$ cat config.mk
export PLATFORM = sky130hd
export DESIGN_NAME = event_waiter_signal_matcher
export DESIGN_NICKNAME = d
export VERILOG_FILES = /design/src/hdl/ewsm_pkg.sv /design/src/hdl/event_waiter_signal_matcher.sv /design/src/hdl/ewsm_cell.sv /design/src/hdl/ewsm_alloc.sv
export SDC_FILE = /design/constraint.sdc
export NUM_CORES = 2
export LEC_CHECK = 0
export BUFFER_PORTS_ARGS = -buffer_cell sky130_fd_sc_hd__buf_2
export CELL_PAD_IN_SITES_DETAIL_PLACEMENT = 0
export CELL_PAD_IN_SITES_GLOBAL_PLACEMENT = 1
export CORE_MARGIN = 1
export CORE_UTILIZATION = 50
export DETAILED_ROUTE_END_ITERATION = 10
export HOLD_SLACK_MARGIN = 0.08
export PLACE_DENSITY_LB_ADDON = 0.1
export SLEW_MARGIN = 5
export SYNTH_ARGS = -nofsm -noshare
export SYNTH_HDL_FRONTEND = slang
export SYNTH_SLANG_ARGS = --single-unit
export TNS_END_PERCENT = 10
$ cat constraint.sdc
create_clock -name clock -period 7.1 [get_ports clock]
set_clock_uncertainty 0.1 [all_clocks]
set_input_delay 1.42 -clock clock [delete_from_list [all_inputs] [get_ports clock]]
set_output_delay 1.42 -clock clock [all_outputs]
set_load 0.02 [all_outputs]
$ cat src/hdl/ewsm_pkg.sv
package ewsm_pkg;

   // default table size
   localparam int TABLE_DEPTH = 16;

   // request kinds
   localparam logic [1:0] REQ_WAIT    = 2'd0;
   localparam logic [1:0] REQ_SIGNAL  = 2'd1;
   localparam logic [1:0] REQ_RELEASE = 2'd2;

   // result status codes
   localparam logic [3:0] ST_NO_WAIT    = 4'd0;
   localparam logic [3:0] ST_CONSUMED   = 4'd1;
   localparam logic [3:0] ST_QUEUED     = 4'd2;
   localparam logic [3:0] ST_WOKEN      = 4'd3;
   localparam logic [3:0] ST_SIG_QUEUED = 4'd4;
   localparam logic [3:0] ST_DROPPED    = 4'd5;
   localparam logic [3:0] ST_FULL       = 4'd6;
   localparam logic [3:0] ST_RELEASED   = 4'd7;
   localparam logic [3:0] ST_INVALID    = 4'd8;

   // what the cells look for in the compare cycle
   typedef enum logic [1:0] {
      SEARCH_NONE,
      SEARCH_SIGNAL,
      SEARCH_WAITER,
      SEARCH_SLOT
   } search_type;

   // payload of one table entry
   typedef struct packed {
      logic        is_signal;
      logic        signaled;
      logic [31:0] code;
      logic [31:0] events;
   } entry_type;

   // broadcast control from the sequencer to every cell
   typedef struct packed {
      search_type  search;
      logic        sample;
      logic        remove;
      logic        wake;
      logic        insert;
      logic        ins_is_signal;
      logic [31:0] code;
      logic [31:0] mask;
   } cell_ctl_type;

   // data of the selected entry, gathered along the chain
   typedef struct packed {
      logic        signaled;
      logic [31:0] events;
   } pick_type;

endpackage

$ cat src/hdl/event_waiter_signal_matcher.sv
// Matches wait requests against pending signals in one age-ordered table held
// as a chain of cells, oldest entry in the first cell. A request goes from its
// accepting beat to its result in order: it is registered, every cell compares
// its entry with the request, and then the first hit along the chain is
// selected and the table is updated (a removed entry closes the gap by every
// later cell taking its neighbor's contents). The result sits in an output
// register; the next request is taken while it waits, but its update cycle
// stalls until the result beat has gone. Waiter slot numbers are the lowest
// free slot number, reported in 4 bits. Timeouts are not timed here: they come
// in as release requests. No clearing pass is needed after reset.
module event_waiter_signal_matcher #(
   parameter int TABLE_DEPTH = ewsm_pkg::TABLE_DEPTH
) (
   input  logic          clock,
   input  logic          reset,
   input  logic          req_tvalid,
   output logic          req_tready,
   // timeout_ms[31:0], event_code[63:32], event_mask[95:64], release_slot[99:96]
   input  logic [103:0]  req_tdata,
   // req_type[1:0]
   input  logic [1:0]    req_tuser,
   output logic          rsp_tvalid,
   input  logic          rsp_tready,
   // delivered_events[31:0], slot[35:32]
   output logic [39:0]   rsp_tdata,
   // status[3:0]
   output logic [3:0]    rsp_tuser
);

   localparam int SLOT_W = $clog2(TABLE_DEPTH);

   typedef enum logic [1:0] {S_IDLE, S_MATCH, S_APPLY} state_type;

   state_type         state_ff;
   logic [1:0]        type_ff;
   logic              tmo_nz_ff;
   logic [31:0]       code_ff, mask_ff;
   logic [3:0]        rel_ff;
   logic              rsp_valid_ff;
   logic [3:0]        status_ff;
   logic [31:0]       events_ff;
   logic [3:0]        slot_ff;

   ewsm_pkg::cell_ctl_type ctl;
   ewsm_pkg::search_type   search;
   logic [31:0]       rel_wide, slot_wide;
   logic              rel_ok, go, any_hit, full, is_wait;
   logic [SLOT_W-1:0] rel_idx, free_idx, sel_slot, slot_idx;
   logic [3:0]        status;
   logic [31:0]       events;
   logic              remove, wake, insert, ins_sig, alloc, dealloc;

   logic                valid_w [TABLE_DEPTH];
   ewsm_pkg::entry_type entry_w [TABLE_DEPTH];
   logic [SLOT_W-1:0]   slot_w  [TABLE_DEPTH];
   logic                seen_w  [TABLE_DEPTH+1];
   ewsm_pkg::pick_type  pick_w  [TABLE_DEPTH+1];
   logic [SLOT_W-1:0]   pslot_w [TABLE_DEPTH+1];

   // request decode
   assign rel_wide = {28'd0, rel_ff};
   assign rel_ok   = (rel_wide < 32'(TABLE_DEPTH));
   assign rel_idx  = rel_wide[SLOT_W-1:0];
   assign is_wait  = (mask_ff != 32'd0) && tmo_nz_ff;

   always_comb begin
      unique case (type_ff)
         ewsm_pkg::REQ_WAIT:    search = is_wait ? ewsm_pkg::SEARCH_SIGNAL : ewsm_pkg::SEARCH_NONE;
         ewsm_pkg::REQ_SIGNAL:  search = ewsm_pkg::SEARCH_WAITER;
         ewsm_pkg::REQ_RELEASE: search = rel_ok ? ewsm_pkg::SEARCH_SLOT : ewsm_pkg::SEARCH_NONE;
         default:               search = ewsm_pkg::SEARCH_NONE;
      endcase
   end

   assign go       = (state_ff == S_APPLY) && (!rsp_valid_ff || rsp_tready);
   assign any_hit  = seen_w[TABLE_DEPTH];
   assign sel_slot = pslot_w[TABLE_DEPTH];

   // outcome of the request once the cells have compared
   always_comb begin
      status   = ewsm_pkg::ST_INVALID;
      events   = 32'd0;
      slot_idx = '0;
      remove   = 1'b0;
      wake     = 1'b0;
      insert   = 1'b0;
      ins_sig  = 1'b0;
      unique case (type_ff)
         ewsm_pkg::REQ_WAIT: begin
            if (!is_wait) begin
               status = ewsm_pkg::ST_NO_WAIT;
            end else if (any_hit) begin
               status = ewsm_pkg::ST_CONSUMED;
               events = pick_w[TABLE_DEPTH].events & mask_ff;
               remove = 1'b1;
            end else if (full) begin
               status = ewsm_pkg::ST_FULL;
            end else begin
               status   = ewsm_pkg::ST_QUEUED;
               slot_idx = free_idx;
               insert   = 1'b1;
            end
         end
         ewsm_pkg::REQ_SIGNAL: begin
            if (any_hit) begin
               status   = ewsm_pkg::ST_WOKEN;
               events   = pick_w[TABLE_DEPTH].events & mask_ff;
               slot_idx = sel_slot;
               wake     = 1'b1;
            end else if (code_ff == 32'd0) begin
               status = ewsm_pkg::ST_DROPPED;
            end else if (full) begin
               status = ewsm_pkg::ST_FULL;
            end else begin
               status  = ewsm_pkg::ST_SIG_QUEUED;
               insert  = 1'b1;
               ins_sig = 1'b1;
            end
         end
         ewsm_pkg::REQ_RELEASE: begin
            if (any_hit) begin
               status   = ewsm_pkg::ST_RELEASED;
               events   = pick_w[TABLE_DEPTH].signaled ? pick_w[TABLE_DEPTH].events : 32'd0;
               slot_idx = sel_slot;
               remove   = 1'b1;
            end
         end
         default: begin
            status = ewsm_pkg::ST_INVALID;
         end
      endcase
   end

   assign alloc   = go & insert;
   assign dealloc = go & remove;

   // broadcast to the cells
   always_comb begin
      ctl.search        = search;
      ctl.sample        = (state_ff == S_MATCH);
      ctl.remove        = go & remove;
      ctl.wake          = go & wake;
      ctl.insert        = go & insert;
      ctl.ins_is_signal = ins_sig;
      ctl.code          = code_ff;
      ctl.mask          = mask_ff;
   end

   assign slot_wide = 32'(slot_idx);

   // chain ends
   assign seen_w[0]  = 1'b0;
   assign pick_w[0]  = '0;
   assign pslot_w[0] = '0;

   // row of cells, oldest first
   for (genvar g = 0; g < TABLE_DEPTH; g++) begin : g_cell
      logic                pv, nv;
      ewsm_pkg::entry_type ne;
      logic [SLOT_W-1:0]   ns;

      if (g == 0) begin : g_head
         assign pv = 1'b1;
      end else begin : g_mid
         assign pv = valid_w[g-1];
      end

      if (g == TABLE_DEPTH - 1) begin : g_tail
         assign nv = 1'b0;
         assign ne = '0;
         assign ns = '0;
      end else begin : g_body
         assign nv = valid_w[g+1];
         assign ne = entry_w[g+1];
         assign ns = slot_w[g+1];
      end

      ewsm_cell #(
         .SLOT_W(SLOT_W)
      ) u_cell (
         .clock         (clock),
         .reset         (reset),
         .ctl           (ctl),
         .rel_idx       (rel_idx),
         .ins_slot      (free_idx),
         .prev_valid    (pv),
         .seen_in       (seen_w[g]),
         .pick_in       (pick_w[g]),
         .pick_slot_in  (pslot_w[g]),
         .next_valid    (nv),
         .next_entry    (ne),
         .next_slot     (ns),
         .valid         (valid_w[g]),
         .entry         (entry_w[g]),
         .slot          (slot_w[g]),
         .seen_out      (seen_w[g+1]),
         .pick_out      (pick_w[g+1]),
         .pick_slot_out (pslot_w[g+1])
      );
   end

   // slot numbers in use
   ewsm_alloc #(
      .DEPTH (TABLE_DEPTH),
      .SLOT_W(SLOT_W)
   ) u_alloc (
      .clock      (clock),
      .reset      (reset),
      .sample     (ctl.sample),
      .alloc      (alloc),
      .dealloc    (dealloc),
      .dealloc_idx(sel_slot),
      .free_idx   (free_idx),
      .full       (full)
   );

   // sequencer with request and result registers
   always_ff @(posedge clock) begin
      if (reset) begin
         state_ff     <= S_IDLE;
         rsp_valid_ff <= 1'b0;
      end else begin
         // result register: loaded on update, emptied when its beat goes
         if (go) begin
            rsp_valid_ff <= 1'b1;
         end else if (rsp_valid_ff && rsp_tready) begin
            rsp_valid_ff <= 1'b0;
         end
         unique case (state_ff)
            S_IDLE: begin
               if (req_tvalid) begin
                  state_ff  <= S_MATCH;
                  type_ff   <= req_tuser;
                  tmo_nz_ff <= (req_tdata[31:0] != 32'd0);
                  code_ff   <= req_tdata[63:32];
                  mask_ff   <= req_tdata[95:64];
                  rel_ff    <= req_tdata[99:96];
               end
            end
            S_MATCH: begin
               state_ff <= S_APPLY;
            end
            S_APPLY: begin
               if (go) begin
                  state_ff     <= S_IDLE;
                  status_ff    <= status;
                  events_ff    <= events;
                  slot_ff      <= slot_wide[3:0];
               end
            end
            default: begin
               state_ff <= S_IDLE;
            end
         endcase
      end
   end

   assign req_tready = (state_ff == S_IDLE);
   assign rsp_tvalid = rsp_valid_ff;
   assign rsp_tdata  = {4'd0, slot_ff, events_ff};
   assign rsp_tuser  = status_ff;

endmodule

$ cat src/hdl/ewsm_cell.sv
module ewsm_cell #(
   parameter int SLOT_W = 4
) (
   input  logic                  clock,
   input  logic                  reset,
   input  ewsm_pkg::cell_ctl_type ctl,
   input  logic [SLOT_W-1:0]     rel_idx,
   input  logic [SLOT_W-1:0]     ins_slot,
   // older neighbor
   input  logic                  prev_valid,
   input  logic                  seen_in,
   input  ewsm_pkg::pick_type    pick_in,
   input  logic [SLOT_W-1:0]     pick_slot_in,
   // younger neighbor
   input  logic                  next_valid,
   input  ewsm_pkg::entry_type   next_entry,
   input  logic [SLOT_W-1:0]     next_slot,
   // own state toward neighbors
   output logic                  valid,
   output ewsm_pkg::entry_type   entry,
   output logic [SLOT_W-1:0]     slot,
   output logic                  seen_out,
   output ewsm_pkg::pick_type    pick_out,
   output logic [SLOT_W-1:0]     pick_slot_out
);

   logic                valid_ff, valid_in;
   logic                hit_ff, hit_in;
   ewsm_pkg::entry_type entry_ff, entry_in;
   logic [SLOT_W-1:0]   slot_ff, slot_in;
   logic                overlap, code_ok, hit_now, first;

   // compare against the broadcast request
   always_comb begin
      overlap = |(entry_ff.events & ctl.mask);
      code_ok = (entry_ff.code == 32'd0) || (entry_ff.code == ctl.code);
      unique case (ctl.search)
         ewsm_pkg::SEARCH_SIGNAL: hit_now = valid_ff & entry_ff.is_signal & overlap & code_ok;
         ewsm_pkg::SEARCH_WAITER: hit_now = valid_ff & ~entry_ff.is_signal & overlap & code_ok;
         ewsm_pkg::SEARCH_SLOT:   hit_now = valid_ff & ~entry_ff.is_signal & (slot_ff == rel_idx);
         default:                 hit_now = 1'b0;
      endcase
   end

   // oldest hit wins: first hit seen along the chain
   assign first    = hit_ff & ~seen_in;
   assign seen_out = seen_in | hit_ff;

   assign pick_out.events    = pick_in.events | (first ? entry_ff.events : 32'd0);
   assign pick_out.signaled  = pick_in.signaled | (first & entry_ff.signaled);
   assign pick_slot_out      = pick_slot_in | (first ? slot_ff : '0);

   // next state: compact on remove, narrow on wake, fill first empty cell on insert
   always_comb begin
      valid_in = valid_ff;
      entry_in = entry_ff;
      slot_in  = slot_ff;
      hit_in   = ctl.sample ? hit_now : hit_ff;
      if (ctl.remove && seen_out) begin
         valid_in = next_valid;
         entry_in = next_entry;
         slot_in  = next_slot;
      end else if (ctl.wake && first) begin
         entry_in.events   = entry_ff.events & ctl.mask;
         entry_in.signaled = 1'b1;
      end else if (ctl.insert && !valid_ff && prev_valid) begin
         valid_in           = 1'b1;
         entry_in.is_signal = ctl.ins_is_signal;
         entry_in.signaled  = 1'b0;
         entry_in.code      = ctl.code;
         entry_in.events    = ctl.mask;
         slot_in            = ins_slot;
      end
   end

   // control flags
   always_ff @(posedge clock) begin
      if (reset) begin
         valid_ff <= 1'b0;
         hit_ff   <= 1'b0;
      end else begin
         valid_ff <= valid_in;
         hit_ff   <= hit_in;
      end
   end

   // entry payload
   always_ff @(posedge clock) begin
      entry_ff <= entry_in;
      slot_ff  <= slot_in;
   end

   assign valid = valid_ff;
   assign entry = entry_ff;
   assign slot  = slot_ff;

endmodule

$ cat src/hdl/ewsm_alloc.sv
module ewsm_alloc #(
   parameter int DEPTH  = 16,
   parameter int SLOT_W = 4
) (
   input  logic              clock,
   input  logic              reset,
   input  logic              sample,
   input  logic              alloc,
   input  logic              dealloc,
   input  logic [SLOT_W-1:0] dealloc_idx,
   output logic [SLOT_W-1:0] free_idx,
   output logic              full
);

   localparam int CNT_W = $clog2(DEPTH + 1);

   logic [DEPTH-1:0]  used_ff, used_in;
   logic [CNT_W-1:0]  count_ff, count_in;
   logic [SLOT_W-1:0] free_idx_ff, lowest;

   // lowest free slot number
   always_comb begin
      lowest = '0;
      for (int i = DEPTH - 1; i >= 0; i--) begin
         if (!used_ff[i]) begin
            lowest = SLOT_W'(i);
         end
      end
   end

   // occupancy update
   always_comb begin
      used_in  = used_ff;
      count_in = count_ff;
      if (alloc) begin
         used_in[free_idx_ff] = 1'b1;
         count_in             = count_ff + CNT_W'(1);
      end else if (dealloc) begin
         used_in[dealloc_idx] = 1'b0;
         count_in             = count_ff - CNT_W'(1);
      end
   end

   always_ff @(posedge clock) begin
      if (reset) begin
         used_ff  <= '0;
         count_ff <= '0;
      end else begin
         used_ff  <= used_in;
         count_ff <= count_in;
      end
   end

   // free slot captured in the compare cycle
   always_ff @(posedge clock) begin
      if (sample) begin
         free_idx_ff <= lowest;
      end
   end

   assign free_idx = free_idx_ff;
   assign full     = (count_ff == CNT_W'(DEPTH));

endmodule

### After elaboration in Yosys (flattened, before gate mapping)

Cells that the tools add are included.
W data, S select, Z words.

| word-level totals | value |
|---|---|
| output and inout bits | 46 |
| logic and storage cells | 938 |
| bits in registers | 1291 |

| cells by class | value |
|---|---|
| add/sub/neg operators | 2 |
| equal/unequal tests | 57 |
| $lt $le $gt $ge | 5 |
| bitwise operators | 259 |
| multiplexer cells | 291 |
| reduce and logical (&&, ||, !) cells | 196 |

Operators by type and width:

| kind | number |
|---|---|
| $mux W66 | 30 |
| $mux W32 | 51 |
| $and A32 B32 Y32 | 17 |
| $logic_not A32 Y1 | 17 |
| $eq A32 B32 Y1 | 16 |
| $reduce_or A32 Y1 | 16 |
| $or A32 B32 Y32 | 15 |
| $mux W4 | 74 |
| $and A1 B1 Y1 | 146 |
| $pmux W32 S3 | 1 |
| $mux W1 | 91 |
| $logic_and A1 B1 Y1 | 68 |
| $mux W65 | 1 |
| $eq A4 B4 Y1 | 16 |
| $reduce_bool A32 Y1 | 2 |
| $or A4 B4 Y4 | 15 |
| $pmux W1 S3 | 16 |
| $reduce_bool A3 Y1 | 15 |
| $reduce_and A2 Y1 | 18 |
| $reduce_bool A2 Y1 | 18 |
| $not A1 Y1 | 33 |
| $mux W16 | 2 |
| $ne A2 B1 Y1 const B | 15 |
| $or A1 B1 Y1 | 30 |
| 26 further kinds | 87 |

### Logic depth before layout (Yosys ltp)

| logic depth | value |
|---|---|
| word-level depth | 26 |
| gate-level depth with buffers | 14 |
| gate-level depth less buffers | 11 |

### Modules after synthesis

From an unflattened synthesis, not the netlist that was laid out.

| second synthesis, totals | value |
|---|---|
| cell total of the unflattened synthesis | 6329 |
| area, all modules | 72447.0 sq um |

By module, submodules not included:

| module | area each (sq um) | instances | cells an instance |
|---|---|---|---|
| ewsm_cell | 4136.5 | 16 | 366 |
| event_waiter_signal_matcher | 4922.2 | 1 | 320 |
| ewsm_alloc | 1341.3 | 1 | 153 |

### Least setup slack after synthesis

Ideal clock, no wire load.

| timing | value |
|---|---|
| path kind | input port to flip-flop |
| start point | input rsp_tready |
| end point | register g_cell[13].u_cell.entry_ff (netlist bit g_cell[13].u_cell.entry[0]) (enable) |
| data required time | 6.605 ns |
| arrival time | 6.036 ns |
| stages | 7 |
| setup slack | 0.569 ns |
| setup time | 0.395 ns |
| cell sequence | nand2b_1 nand2b_1 a211oi_2 buf_2 nand2_1 o21ai_0 nand2b_1 |

| on the way | value |
|---|---|
| word-level cells in the longest chain between the ends | 6 |
| elaborated cells between the ends (all ways) | 10 |
| those cells by class | bitwise (3); reduce/logical (7) |

RTL lines:

| what | RTL line | RTL |
|---|---|---|
| from (decl) | event_waiter_signal_matcher.sv:23 | `input logic rsp_tready,` |
| $logic_or A1 B1 Y1 (*) | event_waiter_signal_matcher.sv:75 | `assign go = (state_ff == S_APPLY) && (!rsp_valid_ff \|\| rsp_tready);` |
| $logic_and A1 B1 Y1 (*) | event_waiter_signal_matcher.sv:75 |  |
| $and A1 B1 Y1 | event_waiter_signal_matcher.sv:143 | `ctl.insert = go & insert;` |
| $logic_and A1 B1 Y1 (2 in a row) | ewsm_cell.sv:66 | `end else if (ctl.insert && !valid_ff && prev_valid) begin` |
| $reduce_bool A3 Y1 (no line) (*) | n/a |  |
| to (signal assigned) | ewsm_cell.sv:89 | `entry_ff <= entry_in;` |
| to (decl) | ewsm_cell.sv:29 | `ewsm_pkg::entry_type entry_ff, entry_in;` |

Every way passes the cells marked *; elsewhere a longest branch is shown, timed or not.
A chain may end at the register's enable or synchronous reset.

### Worst setup path in the final report

| timing | value |
|---|---|
| start point | register g_cell[3].u_cell.hit_ff |
| end point | register g_cell[4].u_cell.entry_ff (netlist bit g_cell[4].u_cell.entry[11]) (enable) |

| on the way | value |
|---|---|
| word-level cells in the longest chain between the ends | 20 |
| elaborated cells between the ends (all ways) | 31 |
| those cells by class | mux (8); bitwise (18); reduce/logical (5) |

RTL lines:

| what | RTL line | RTL |
|---|---|---|
| from (decl) | ewsm_cell.sv:28 | `logic hit_ff, hit_in;` |
| from (signal assigned) | ewsm_cell.sv:83 | `hit_ff <= hit_in;` |
| $or A1 B1 Y1 (*) | ewsm_cell.sv:47 | `assign seen_out = seen_in \| hit_ff;` |
| $or A1 B1 Y1 (12 in a row) | ewsm_cell.sv:47 |  |
| $mux W1 | event_waiter_signal_matcher.sv:92 | `end else if (any_hit) begin` |
| $mux W1 | event_waiter_signal_matcher.sv:90 | `if (!is_wait) begin` |
| $pmux W1 S2 | event_waiter_signal_matcher.sv:88 | `unique case (type_ff)` |
| $and A1 B1 Y1 | event_waiter_signal_matcher.sv:143 |  |
| $logic_and A1 B1 Y1 (2 in a row) | ewsm_cell.sv:66 |  |
| $reduce_bool A3 Y1 (no line) (*) | n/a |  |
| to (signal assigned) | ewsm_cell.sv:89 |  |
| to (decl) | ewsm_cell.sv:29 |  |

Marks and branches as above.

==> impl_metrics.toml <==
[global_route]
grt_max_degree = 105
busiest_layer = "met2"
met3_usage_pct = 6.59
gr-usage-all-layers_pct = 36.7
grt_use_met2_pct = 57.3
grt_first_pass_wirelength_um = 388000
antenna_found_initial = 8
grt_overflow = 0
grt_pass1_vias = 56400
grt_use_met1_pct = 48.4

[clock_tree]
h-tree-depth = 4
clockBufferDepth = 3
cts.clk_slew.worst_paths_ns = 0.06
numCtsBuffers = 149
cts_resized = 0
cts_root_buf = "clkbuf_16"
numClockSinks = 1291
clk-insertion-delay-late_ns = 0.80
post_cts.repair.setup_buffers = 0
cts_tree = "done"
postCtsHoldBufs = 0

[setup_path]
critPathTopFamily = "simple AND/OR/NAND/NOR gates"
ff2ff_path_depth = 9
crit_path_frequent_cell = "buf_4"
slowest_delay_ns = 0.96
worstPathCellList = "nor3_1, and4_1, nand3_2, a211oi_4, buf_4, nand2_1, o21ai_4, nand2b_1, buf_4"
cp_max_fo = 38
crit_type = "reg -> reg"
crit_buf_inv = 2
worst-path-stages = 9
cp_data_required_time_ns = 7.43
crit_path_end_kind = "flip-flop"
startpoint_type = "flip-flop"
cpMaxStageDelayCell = "o21ai_4"
cp.arrival_ns = 5.51

[placement]
port_buffers = 147
post_dp_cell_area_um2 = 72700
gp_congestion = 0.943
hpwl_um = 183000

[die]
die-area_um2 = 143000
pin_count = 156
die_h_um = 378
initial_utilization_pct = 50.5
rows = 137
die_w_um = 378
core_um2 = 140000

[final_layout]
insertedDiodeCount = 0
fin_nets = 7377
fill_cells = 12600
final_area_um2 = 77600
utilization_pct = 55.5
areaGrowthSynthToFinish_pct = 9.90
drive_gt1_share_pct = 9.60

[pwr]
power.switching_uw = 3950
pwr-share-seq_pct = 48.7
power_density_nw_per_um2 = 220
swShare_pct = 23.2
p_int_uw = 13100
power_uw = 17100
vdd_drop_max_v = 0.000198
power.leakage_uw = 0.0268
power.share.combinational_pct = 5.2
clkPwrFrac_pct = 46.1

[synthesis]
ys_async_sr_fraction_pct = 0
synth-edff-count = 1165
synthFlopType = "edfxtp_1"
ys_types = 86
syn_inst = 7442
synth_area_um2 = 70600
ys_seq_elements = 1291
yosysSeqAreaShare_pct = 53.1
ys_warn_count = 0
avgSynthCellArea_um2 = 9.49

[run]
maxCapViolations = 0

[drt]
ant_nets = 0
drt_pass1_iterations = 8
wire_per_inst_um = 28.9
vias_per_cell = 6.49
vias = 60100
drtIter0Drc = 7775
drt_wl_total_um = 267000
remaining_drc_errors = 0

[sta]
setup_tns_ns = 0
fmax_mhz = 193
relSlewSlack_pct = 14.1
hold_slack_ns = 0.396
rsz0062_at_grt = "false"
finalHoldViolCount = 0
tightestPinTransition_ns = 1.29
period_share_pct = 72.9
setup_viol = 0
drv_slew = 0
period_minus_slack_ns = 5.18

[min_path]
min_delay_path_depth = 2
hold_class = "reg -> reg"

[outcome]
status = "finished clean"
==> per-stage QoR <==
step,worst slack (ns),std cells
floorplan,0.569,7445
global placement,1.70,8982
detailed placement,1.89,8982
CTS,1.96,9257
global route,1.81,9258
finish,1.92,9258
==> cell families after synthesis <==
family                     count (synthesis)  share of synthesized area [%]
AOI/OAI and AO/OA                       1881                           16.6
xor gates and xnor gates                 596                           7.39
adders and majority gates                  9                          0.170
buffers and inverters                    704                           4.17
DFF                                     1291                           53.1
muxes                                     56                          0.891
other                                      1                        0.00531
and+or+nand+nor                         2904                           17.7
==> layout make-up <==
cell class | instances | area [um^2] | area share (%)
Multi-Input combinational cell | 5450 | 30600 | 39.4
Tap cell | 1876 | 2350 | 3.02
Clock inverter | 76 | 764 | 0.985
Timing Repair Buffer | 343 | 2240 | 2.88
Sequential cell | 1291 | 37500 | 48.3
Clock buffer | 199 | 4130 | 5.32
Inverter | 23 | 86.3 | 0.111
==> routing by layer <==
metal | wire length, um | up-vias
met5 | 14 | -
met4 | 16800 | 2
met3 | 23900 | 668
met2 | 121000 | 3487
met1 | 105000 | 29400
li1 | - | 26600
==> power by group through the flow <==
| stage | logic (uW) | registers (uW) | clock network [uW] |
|---|---|---|---|
| CTS | 868 | 8320 | 7920 |
| floorplan | 532 | 8460 | 0 |
| global placement | 851 | 8480 | 0 |
| finish | 889 | 8320 | 7860 |
| detailed placement | 865 | 8480 | 0 |
| global route | 942 | 8310 | 8200 |
==> synthesized netlist by cell type (all sizes together), types with 7 or more instances <==
library cell | count | area, um^2
o21ai | 1088 | 5450
a32oi | 9 | 78.8
and2 | 10 | 62.6
nand2b | 24 | 150
nor4 | 285 | 1810
ha | 8 | 100
xnor2 | 33 | 289
a22oi | 258 | 1940
nand3 | 20 | 105
o22ai | 45 | 282
a221o | 7 | 70.1
a211oi | 29 | 233
nand2 | 2194 | 8260
dfxtp | 126 | 2520
xor2 | 563 | 4930
buf | 228 | 1160
a21o | 20 | 150
a221oi | 146 | 1280
nor3b | 19 | 153
and3 | 20 | 125
edfxtp | 1165 | 35000
o41ai | 18 | 158
nor2 | 128 | 523
inv | 23 | 86.3
o211ai | 32 | 245
a21oi | 62 | 310
a222oi | 26 | 260
o311ai | 20 | 175
a22o | 83 | 727
mux2 | 55 | 619
nand4b | 10 | 87.6
nand4 | 123 | 769
nor2b | 13 | 81.3
clkbuf | 453 | 1700
nor3 | 38 | 239
==> placed cells by master, fill, tap and decap left out, types with 11 or more instances in the layout <==
cell / netlist / final
nand2_1: 2185 / 2184
edfxtp_1: 1165 / 1165
o21ai_0: 982 / 979
xor2_1: 563 / 563
nor4_1: 282 / 280
a22oi_1: 258 / 257
buf_4: 24 / 194
clkbuf_16: 0 / 152
buf_2: 154 / 147
a221oi_1: 146 / 146
nand4_1: 123 / 123
dfxtp_1: 126 / 122
nor2_1: 117 / 113
o21ai_1: 104 / 90
a22o_1: 83 / 83
a21oi_1: 62 / 59
mux2_2: 50 / 50
o22ai_1: 45 / 45
xnor2_1: 33 / 33
clkbuf_1: 453 / 32
nor3_1: 32 / 31
o211ai_1: 31 / 31
a211oi_1: 26 / 26
a222oi_1: 26 / 26
clkinv_1: 0 / 24
inv_1: 22 / 22
a21o_1: 20 / 20
clkinv_2: 0 / 20
nand3_1: 19 / 19
and3_1: 20 / 19
o41ai_1: 18 / 18
o311ai_0: 16 / 16
nand2b_1: 24 / 15
o21ai_4: 0 / 15
nor3b_1: 17 / 15
clkbuf_8: 0 / 15
nor2_4: 3 / 13
bufinv_16: 0 / 13
nor2b_1: 13 / 11
==> state kept, by name, indices dropped and copies added (netlist names) <==
signal	count
g_cell.u_cell.entry	1056
g_cell.u_cell.slot	64
code_ff	32
events_ff	32
mask_ff	32
g_cell.u_cell.hit_ff	16
g_cell.u_cell.valid	16
u_alloc.used_ff	16
u_alloc.count_ff	5
rel_ff	4
rsp_tuser	4
slot_ff	4
u_alloc.free_idx	4
state_ff	2
type_ff	2
rsp_tvalid	1
tmo_nz_ff	1
==> final timing paths <==
| check | slack [ns] | startpoint | end |
|---|---|---|---|
| max reg2reg | 1.92 | g_cell[3].u_cell.hit_ff | g_cell[4].u_cell.entry[11] |
| max | 1.92 | g_cell[3].u_cell.hit_ff | g_cell[4].u_cell.entry[11] |
| min reg2reg | 0.40 | g_cell[15].u_cell.slot[1] | g_cell[15].u_cell.slot[1] |
| min | 0.40 | g_cell[15].u_cell.slot[1] | g_cell[15].u_cell.slot[1] |
==> worst reg2reg max path, delay by kind of cell (launching register included) <==
kind,cells,cell delay [ns]
compound gates,2,1.48
buf+inv,2,0.77
flops,1,0.45
simple gates,5,2.00
No activity file was read; power rests on OpenSTA's default activity.
